==> config.mk <==
export PLATFORM = sky130hd
export DESIGN_NAME = usb_setup_request_decoder
export DESIGN_NICKNAME = d
export VERILOG_FILES = /design/src/rtl/usrd_pkg.sv /design/src/rtl/usrd_decode.sv /design/src/rtl/usb_setup_request_decoder.sv
export SDC_FILE = /design/constraint.sdc
export NUM_CORES = 1
export LEC_CHECK = 0
export ABC_AREA = 1
export BUFFER_PORTS_ARGS = -buffer_cell sky130_fd_sc_hd__buf_2
export CAP_MARGIN = 10
export CORE_ASPECT_RATIO = 1.1
export CORE_UTILIZATION = 25
export CTS_BUF_LIST = sky130_fd_sc_hd__clkbuf_16
export DETAILED_ROUTE_END_ITERATION = 12
export GPL_TIMING_DRIVEN = 0
export HOLD_SLACK_MARGIN = 0.08
export PLACE_DENSITY = 0.49
export SLEW_MARGIN = 10
export SYNTH_ARGS = -nofsm -noshare
export SYNTH_HDL_FRONTEND = slang
export SYNTH_SLANG_ARGS = --single-unit
==> constraint.sdc <==
create_clock -name clk_i -period 2.3 [get_ports clk_i]
set_input_delay 0.23 -clock clk_i [delete_from_list [all_inputs] [get_ports clk_i]]
set_output_delay 0.23 -clock clk_i [all_outputs]
set_load 0.05 [all_outputs]
==> src/rtl/usrd_pkg.sv <==
// ----------------------------------------------------------------------------
// usrd_pkg
// Types, request codes and the string length table for the setup request
// decoder.
// ----------------------------------------------------------------------------
package usrd_pkg;

  localparam int StringCount = 10;

  localparam logic [15:0] ReqDetach    = 16'h0021;
  localparam logic [15:0] ReqGetStatus = 16'h0080;
  localparam logic [15:0] ReqUpdStatus = 16'h03a1;
  localparam logic [15:0] ReqGetDesc   = 16'h0680;
  localparam logic [15:0] ReqSetAddr   = 16'h0500;
  localparam logic [15:0] ReqSetConfig = 16'h0900;
  localparam logic [15:0] ReqSetIface  = 16'h0b01;
  localparam logic [15:0] ReqSetFilter = 16'h4321;

  localparam logic [7:0] DescDevice    = 8'h01;
  localparam logic [7:0] DescConfig    = 8'h02;
  localparam logic [7:0] DescString    = 8'h03;
  localparam logic [7:0] DescQualifier = 8'h06;

  localparam logic [15:0] IfaceNet   = 16'h0001;
  localparam logic [15:0] IfaceMgmt  = 16'h0000;
  localparam logic [15:0] IfaceOther = 16'h0003;

  localparam logic [6:0] LenStatus    = 7'd2;
  localparam logic [6:0] LenUpdStatus = 7'd6;
  localparam logic [6:0] LenDevice    = 7'd18;
  localparam logic [6:0] LenConfig    = 7'd119;
  localparam logic [6:0] LenQualifier = 7'd10;

  localparam logic [9:0] BulkFull = 10'd64;
  localparam logic [9:0] BulkHigh = 10'd512;

  typedef enum logic [2:0] {
    KindEmpty     = 3'd0,
    KindDevice    = 3'd1,
    KindConfig    = 3'd2,
    KindQualifier = 3'd3,
    KindString    = 3'd4,
    KindStatus    = 3'd5,
    KindUpdate    = 3'd6
  } kind_e;

  typedef enum logic [1:0] {
    ChgNone  = 2'd0,
    ChgStart = 2'd1,
    ChgStop  = 2'd2
  } chg_e;

  typedef enum logic [1:0] {
    ActNone   = 2'd0,
    ActNotify = 2'd1,
    ActUpdate = 2'd2
  } act_e;

  typedef struct packed {
    logic [15:0] request_code;
    logic [15:0] request_value;
    logic [15:0] request_index;
    logic        high_speed;
  } req_t;

  typedef struct packed {
    logic        stall_res;
    kind_e       response_kind;
    logic [3:0]  string_number;
    logic [6:0]  resp_len;
    logic [9:0]  bulk_mps;
    logic        address_write;
    logic [6:0]  device_address;
    chg_e        mgmt_change;
    chg_e        network_change;
    act_e        after_action;
  } res_t;

  typedef struct packed {
    logic mgmt_running;
    logic net_running;
  } run_t;

  function automatic logic [6:0] str_len(input logic [3:0] idx);
    logic [6:0] len;
    case (idx)
      4'd0:    len = 7'd4;
      4'd1:    len = 7'd12;
      4'd2:    len = 7'd14;
      4'd3:    len = 7'd10;
      4'd4:    len = 7'd26;
      4'd5:    len = 7'd40;
      4'd6:    len = 7'd28;
      4'd7:    len = 7'd36;
      4'd8:    len = 7'd14;
      4'd9:    len = 7'd8;
      default: len = 7'd0;
    endcase
    return len;
  endfunction

endpackage

==> src/rtl/usrd_decode.sv <==
// ----------------------------------------------------------------------------
// usrd_decode
// Decodes one setup request against the run flags and gives the result and
// the next run flags.
// ----------------------------------------------------------------------------
module usrd_decode (
  input  usrd_pkg::req_t req_i,
  input  usrd_pkg::run_t run_i,
  output usrd_pkg::res_t res_o,
  output usrd_pkg::run_t run_o
);
  import usrd_pkg::*;

  logic       ok;
  kind_e      kind;
  logic [3:0] snum;
  logic [6:0] len;
  logic       awr;
  logic [6:0] addr;
  chg_e       mchg;
  chg_e       nchg;
  act_e       act;
  logic [7:0] sidx;

  assign sidx = req_i.request_value[7:0];

  always_comb begin
    ok    = 1'b0;
    kind  = KindEmpty;
    snum  = 4'd0;
    len   = 7'd0;
    awr   = 1'b0;
    addr  = 7'd0;
    mchg  = ChgNone;
    nchg  = ChgNone;
    act   = ActNone;
    run_o = run_i;
    unique case (req_i.request_code)
      ReqDetach: begin
        ok  = 1'b1;
        act = ActUpdate;
      end
      ReqGetStatus: begin
        ok   = 1'b1;
        kind = KindStatus;
        len  = LenStatus;
      end
      ReqUpdStatus: begin
        ok   = 1'b1;
        kind = KindUpdate;
        len  = LenUpdStatus;
      end
      ReqGetDesc: begin
        unique case (req_i.request_value[15:8])
          DescDevice: begin
            ok   = 1'b1;
            kind = KindDevice;
            len  = LenDevice;
          end
          DescConfig: begin
            ok   = 1'b1;
            kind = KindConfig;
            len  = LenConfig;
          end
          DescQualifier: begin
            ok   = 1'b1;
            kind = KindQualifier;
            len  = LenQualifier;
          end
          DescString: begin
            if (sidx < 8'(StringCount)) begin
              ok   = 1'b1;
              kind = KindString;
              snum = sidx[3:0];
              len  = str_len(sidx[3:0]);
            end
          end
          default: begin
          end
        endcase
      end
      ReqSetAddr: begin
        ok   = 1'b1;
        awr  = 1'b1;
        addr = req_i.request_value[6:0];
        if (req_i.request_value[6:0] == 7'd0) begin
          if (run_i.net_running) begin
            nchg              = ChgStop;
            run_o.net_running = 1'b0;
          end
          if (run_i.mgmt_running) begin
            mchg               = ChgStop;
            run_o.mgmt_running = 1'b0;
          end
        end
      end
      ReqSetConfig: begin
        ok  = 1'b1;
        act = ActNotify;
        if (run_i.net_running) begin
          nchg              = ChgStop;
          run_o.net_running = 1'b0;
        end
        if (!run_i.mgmt_running) begin
          mchg               = ChgStart;
          run_o.mgmt_running = 1'b1;
        end
      end
      ReqSetIface: begin
        if (req_i.request_index == IfaceNet) begin
          ok = 1'b1;
          if (req_i.request_value != 16'd0) begin
            act = ActNotify;
            if (!run_i.net_running) begin
              nchg              = ChgStart;
              run_o.net_running = 1'b1;
            end
          end else if (run_i.net_running) begin
            nchg              = ChgStop;
            run_o.net_running = 1'b0;
          end
        end else if (req_i.request_index == IfaceMgmt ||
                     req_i.request_index == IfaceOther) begin
          ok = 1'b1;
        end
      end
      ReqSetFilter: begin
        ok = 1'b1;
      end
      default: begin
      end
    endcase
  end

  always_comb begin
    res_o.stall_res      = !ok;
    res_o.response_kind  = ok ? kind : KindEmpty;
    res_o.string_number  = ok ? snum : 4'd0;
    res_o.resp_len       = ok ? len : 7'd0;
    res_o.bulk_mps       = req_i.high_speed ? BulkHigh : BulkFull;
    res_o.address_write  = ok & awr;
    res_o.device_address = ok ? addr : 7'd0;
    res_o.mgmt_change    = ok ? mchg : ChgNone;
    res_o.network_change = ok ? nchg : ChgNone;
    res_o.after_action   = ok ? act : ActNone;
  end

endmodule

==> src/rtl/usb_setup_request_decoder.sv <==
// ----------------------------------------------------------------------------
// usb_setup_request_decoder
// Setup request decoder with management and network run flags.
// ----------------------------------------------------------------------------
// Takes one setup request per clock cycle while req_stall_o is low. A request
// accepted is held in the input register, decoded in the following cycle and
// moved into the result register once that register is free or being taken;
// its result is offered from there. The run flags are updated when a request
// moves into the result register, so a request decoded in the very next cycle
// sees them. Throughput is one request per cycle and is set only by the result
// register handshake: while a result waits, one more request is taken into the
// input register, and further requests stall.
module usb_setup_request_decoder (
  input  logic           clk_i,
  input  logic           rst_ni,
  input  logic           req_valid_i,
  output logic           req_stall_o,
  input  usrd_pkg::req_t req_i,
  output logic           res_valid_o,
  input  logic           res_stall_i,
  output usrd_pkg::res_t res_o
);
  import usrd_pkg::*;

  logic in_vld_q;
  logic in_vld_d;
  req_t in_req_q;
  logic res_vld_q;
  logic res_vld_d;
  res_t res_q;
  res_t res_d;
  run_t run_q;
  run_t run_d;
  run_t run_nxt;
  logic in_load;
  logic res_load;

  usrd_decode u_decode (
    .req_i (in_req_q),
    .run_i (run_q),
    .res_o (res_d),
    .run_o (run_nxt)
  );

  assign res_load    = in_vld_q & (~res_vld_q | ~res_stall_i);
  assign req_stall_o = in_vld_q & res_vld_q & res_stall_i;
  assign in_load     = req_valid_i & ~req_stall_o;
  assign in_vld_d    = in_load | (in_vld_q & ~res_load);
  assign res_vld_d   = res_load | (res_vld_q & res_stall_i);
  assign run_d       = res_load ? run_nxt : run_q;

  always_ff @(posedge clk_i or negedge rst_ni) begin
    if (!rst_ni) begin
      in_vld_q  <= 1'b0;
      res_vld_q <= 1'b0;
      run_q     <= '0;
    end else begin
      in_vld_q  <= in_vld_d;
      res_vld_q <= res_vld_d;
      run_q     <= run_d;
    end
  end

  always_ff @(posedge clk_i) begin
    if (in_load) begin
      in_req_q <= req_i;
    end
    if (res_load) begin
      res_q <= res_d;
    end
  end

  assign res_valid_o = res_vld_q;
  assign res_o       = res_q;

endmodule

Word-level counts from Yosys, hierarchy flattened
Memories as Yosys holds them, arrays and structs flattened. A register that Yosys moved wholly into a read port is not among the register bits.
Cells that the tools add are included.
W data, S select, Z words.
{"block": "op_classes", "n_eq_ne": 16, "magnitude_cmp": 1, "muxes": 32, "n_reduce_logical": 13, "n_bitwise": 14}
{"operator": "$eq A16 B11 Y1 const B", "n": 2}
{"operator": "$eq A16 B12 Y1 const B", "n": 2}
{"operator": "$pmux W7 S4", "n": 1}
{"operator": "$pmux W7 S3", "n": 1}
{"operator": "$eq A16 B1 Y1 const B", "n": 1}
{"operator": "$eq A16 B10 Y1 const B", "n": 1}
{"operator": "$eq A16 B15 Y1 const B", "n": 1}
{"operator": "$eq A16 B2 Y1 const B", "n": 1}
{"operator": "$eq A16 B6 Y1 const B", "n": 1}
{"operator": "$eq A16 B8 Y1 const B", "n": 1}
{"operator": "$eq A8 B2 Y1 const B", "n": 2}
{"operator": "$logic_not A16 Y1", "n": 1}
{"operator": "$mux W2", "n": 8}
{"operator": "$reduce_bool A16 Y1", "n": 1}
{"operator": "$pmux W2 S3", "n": 2}
{"operator": "$pmux W3 S4", "n": 1}
{"operator": "$mux W10", "n": 1}
{"operator": "$mux W1", "n": 9}
{"operator": "$pmux W3 S3", "n": 1}
{"operator": "$eq A8 B1 Y1 const B", "n": 1}
{"operator": "$eq A8 B3 Y1 const B", "n": 1}
{"operator": "$lt A8 B4 Y1 const B", "n": 1}
{"operator": "$reduce_and A4 Y1", "n": 2}
{"operator": "$and A1 B1 Y1", "n": 7}
{"operator": "other kinds (18)", "n": 26}
{"block": "word_totals", "output_inout_bits": 41, "rom_bits": 80, "regBits": 92, "mem_count": 1, "inputBits": 53, "word_cells": 95}
{"name": "(no name shown)", "depth": 16, "word_bits": 5, "read_ports": 1, "rd_ports_with_merged_regs": 1, "write_ports": 0, "line_no": "usrd_pkg.sv:86", "source": "case (idx)"}

Depth between registers and ports, before layout
{"block": "depth", "depth_word": 6, "ltp_mapped": 10, "ltp_nobuf": 10}

Hierarchy
Synthesis repeated with hierarchy kept, for this count alone.
{"block": "unflattened", "cells_unflattened": 323, "area_unflattened_um2": 3890.0}
{"mod": "usb_setup_request_decoder", "n_inst": 1, "area_each_um2": 2811.4, "cells_per_inst": 108, "seq_area_each_um2": 2742.6}
{"mod": "usrd_decode", "n_inst": 1, "area_each_um2": 1078.5, "cells_per_inst": 215, "seq_area_each_um2": 0.0}

Worst setup path before layout
OpenSTA, ideal clock, no wires.
{"block": "synth_path", "path_kind": "register to register", "startpoint": "register res_vld_q, in the netlist res_valid_o", "endpoint": "register run_q[1] in the netlist's numbering", "path_buffers": 0, "t_required_ns": 2.170, "arrival_ns": 2.668, "path_slack_ns": -0.498, "path_stages_with_launch": 5, "synth_period_minus_slack_ns": 2.798, "setup_ns": 0.130, "path_cell_list": "dfrtp_1 a21oi_1 nand2_1 o21ai_0 o21ai_0"}
{"block": "synth_between", "elab_chain_cells": 4}
{"item": "start, declared", "line_no": "usb_setup_request_decoder.sv:28", "source": "logic res_vld_q;"}
{"item": "start signal, assigned", "line_no": "usb_setup_request_decoder.sv:59", "source": "res_vld_q <= res_vld_d;"}
{"item": "$not A1 Y1", "line_no": "usb_setup_request_decoder.sv:45", "source": "assign res_load = in_vld_q & (~res_vld_q | ~res_stall_i);"}
{"item": "$or A1 B1 Y1", "line_no": "usb_setup_request_decoder.sv:45"}
{"item": "$and A1 B1 Y1", "line_no": "usb_setup_request_decoder.sv:45"}
{"item": "named net res_load", "line_no": "usb_setup_request_decoder.sv:36", "source": "logic res_load;"}
{"item": "$reduce_and A3 Y1 (no source line)"}
{"item": "end signal, assigned", "line_no": "usb_setup_request_decoder.sv:60", "source": "run_q <= run_d;"}
{"item": "end, declared", "line_no": "usb_setup_request_decoder.sv:32", "source": "run_t run_q;"}
The timed path passes the listed nets, and every way through them passes these cells.
A chain may end at the register's enable or synchronous reset.

==> run metrics <==
share of power burned in registers=48.9%; max-slew headroom at the worst pin=57.8%; critical path endpoint category=flop; std cell rows=47; overflow left after global routing=0; Avg Synthesized Cell Area=11.8 sq um; path type of the worst min-delay path=in -> reg; share of the cycle needed by the critical path after routing=76.4%; worst setup path class=reg -> reg; final layout net count=528; share of power burned in combinational logic=15.2%; number of setup violations in the final report=0; maximum net fanout on the critical path=51; detailed-route wire length per cell=11.3 um; number of DRC violations after detailed routing=0; via count=2621; fill cell instance count of the final layout=1523; final total power=3.96 mW; area of the multi-input gates=1060 sq um; overall die width=120 um; top cell type by total area after synthesis=sky130_fd_sc_hd__edfxtp_1; number of global-route vias before repair=2581; Net Sw Power=1.04 mW; total number of yosys warnings=0; netlist area before placement=3820 sq um; worst-path cell chain=nand3_2 -> nand2_4 -> inv_4 -> nand2_1 -> nand2_2 -> nand3_1 -> nand3_1 -> nand2_1; Final min period=1760 ps; required time of the critical path=2530 ps; overall global routing resource usage=10.4%; buffers inserted by post-CTS timing repair=0; Buffers on Ports=85; outcome=completed; die span in y=132 um; share of cells above drive strength 1=36.0%; Seq/Total Area, Yosys=67.3%; highest cell delay on the worst timing path=470 ps; DR pass1 iterations=4; initial core utilization=25.5%; number of distinct library cell variants in the gate-level netlist after synthesis=33; utilization after layout=35.4%; share of the synthesized area in the top cell type=62.1%; transition at the pin with the smallest max-transition slack=634 ps; FF+latch area=2570 sq um; I/O pin total=94; CP arrival=1980 ps; GP Congestion=0.752; clock slew seen by the registers of the worst setup and hold paths=60 ps; total instance count after detailed placement=614; Max stage delay cell, worst path=sky130_fd_sc_hd__inv_4; maximum number of pins on one net before global-route repair=52; CTS tree=built; first-pass GRT wire length=12400 um; final HPWL from detailed placement=5520 um; area of the core=15000 sq um; clock sinks=88; final std cells w/o fill=676; Max Clk Rate=569 MHz; areal power density over the cells=747 nW/um^2; setup repair after global routing missed its margin=no; Internal Dissipation=2.92 mW; first-iteration detailed-routing DRC count=109; Synth Instances=325; top cells by area in the synthesized netlist=sky130_fd_sc_hd__edfxtp_1, sky130_fd_sc_hd__nand2_1, sky130_fd_sc_hd__nor2_1; minimum hold slack=114 ps; P_leak=2.24 nW; Synth-to-Final Area Change=38.8%; element type at the critical path start=flop; synthesis-stage register bit count=88; Max Clock Skew=6.85 ps; post-detailed-route via-to-cell ratio=3.88; Clock Latency Late Sink=340 ps; number of levels the H-tree was split into=3; number of slew-limit violations in the final report=0; count of endpoints failing hold in the final timing report=0; number of buffers on the longest clock path=2; die outline area=15800 sq um; max capacitance violation total=0; fraction of power spent switching nets=26.4%; total inserted antenna cells=0; clock root buffer master=sky130_fd_sc_hd__clkbuf_16; remaining antenna violation count after routing=0; Inserted Clock Buffers=9; total routed wirelength=7610 um; share of power burned in the clock network=35.8%; antenna violations before repair=0; Worst VDD drop=0.368 mV
## cells by family (layout without fill, tap and decap cells)
kind of cell,count (synthesis),in the layout,synth area share (%)
AND/OR/NAND/NOR,172,172,23.2
other,1,8,0.0981
buffers and inverters,44,192,5.89
flip-flops,88,88,67.3
AO/OA/AOI/OAI,20,20,3.50
## power groups by stage
| stage | Combinational, mW | Sequential, mW | Clock [mW] |
|---|---|---|---|
| finish | 0.602 | 1.94 | 1.42 |
| global placement | 0.528 | 1.97 | 0 |
| global route | 0.647 | 1.95 | 1.54 |
| CTS | 0.609 | 1.94 | 1.48 |
| floorplan | 0.222 | 2.14 | 0 |
| detailed placement | 0.548 | 1.98 | 0 |
## final timing paths
path	endpoint	cells past startpoint	slack, ps	start
max in group asynchronous	run_q[0]	2	1890	rst_ni
max	flop	8	540	res_valid_o
min in group asynchronous	in_vld_q	2	270	rst_ni
min reg2reg	res_o[23]	0	450	in_req_q[0]
max reg2reg	flop	8	540	res_valid_o
min	in_req_q[20]	1	110	req_i[20]
## flip-flops by register name, summed over array words and instances, names as in the netlist, named ones only
signal	flops
in_vld_q	1
run_q	2
in_req_q	49
res_o	30
res_valid_o	1
## cell usage in the layout, fill, tap and decap left out, types with 3 or more instances in the layout
| cell | n |
|---|---|
| sky130_fd_sc_hd__nand3b_1 | 5 |
| sky130_fd_sc_hd__nand2_4 | 4 |
| sky130_fd_sc_hd__nor2_4 | 3 |
| sky130_fd_sc_hd__inv_1 | 19 |
| sky130_fd_sc_hd__clkbuf_16 | 9 |
| sky130_fd_sc_hd__nand2_1 | 55 |
| sky130_fd_sc_hd__inv_2 | 12 |
| sky130_fd_sc_hd__o21ai_0 | 3 |
| sky130_fd_sc_hd__buf_4 | 9 |
| sky130_fd_sc_hd__buf_2 | 85 |
| sky130_fd_sc_hd__a21oi_1 | 5 |
| sky130_fd_sc_hd__nand2_2 | 12 |
| sky130_fd_sc_hd__o21ai_1 | 4 |
| sky130_fd_sc_hd__conb_1 | 8 |
| sky130_fd_sc_hd__nor2_1 | 51 |
| sky130_fd_sc_hd__dfxtp_1 | 5 |
| sky130_fd_sc_hd__o21ai_2 | 5 |
| sky130_fd_sc_hd__dlygate4sd3_1 | 46 |
| sky130_fd_sc_hd__dfrtp_1 | 4 |
| sky130_fd_sc_hd__nor2_2 | 13 |
| sky130_fd_sc_hd__nand3_1 | 17 |
| sky130_fd_sc_hd__edfxtp_1 | 79 |
## critical path, delay by kind of cell (launching register included)
family	cells	cell delay [ps]
simple gates	7	740
buf+inv	1	470
flops	1	440
## per-stage QoR
step | cell area (sq um) | setup TNS (ps) | worst slack [ps]
finish | 5300 | 0 | 544
global route | 5300 | 0 | 346
CTS | 5300 | 0 | 136
detailed placement | 4550 | 0 | 156
global placement | 4520 | -266 | -137
floorplan | 3850 | 0 | 135
## cell type report
class / instances / share of cell area [%]
multi-input combinational: 200 / 20.0
buffer: 11 / 1.86
clock buffer: 9 / 4.25
inverter: 33 / 2.43
tap: 196 / 4.62
timing repair buffer: 132 / 17.1
sequential: 88 / 48.5
clock inverter: 7 / 1.25
## Yosys cell counts (all sizes together)
| master | n |
|---|---|
| nand4 | 1 |
| nor2 | 68 |
| clkinv | 3 |
| inv | 30 |
| nand2 | 71 |
| nor3b | 1 |
| or2 | 1 |
| buf | 11 |
| dfrtp | 4 |
| a21oi | 7 |
| o21ai | 13 |
| nand3b | 5 |
| edfxtp | 79 |
| dfxtp | 5 |
| nand3 | 21 |
| nor3 | 4 |
| conb | 1 |
## what timing repair did
action,in CTS,in global routing
endpoints found under the setup margin,0,2
gates resized for setup,0,2
endpoints found under the hold margin,49,0
hold buffers,46,0
## per-layer routing
metal,part of all wire (%),GRT usage (%),up-vias
met5,0,0,-
met4,1.7,4.31,0
met3,5.3,3.73,10
met2,48,17.2,70
met1,45,12.1,1172
li1,-,-,1369
Power figures use the tool's default switching activity.
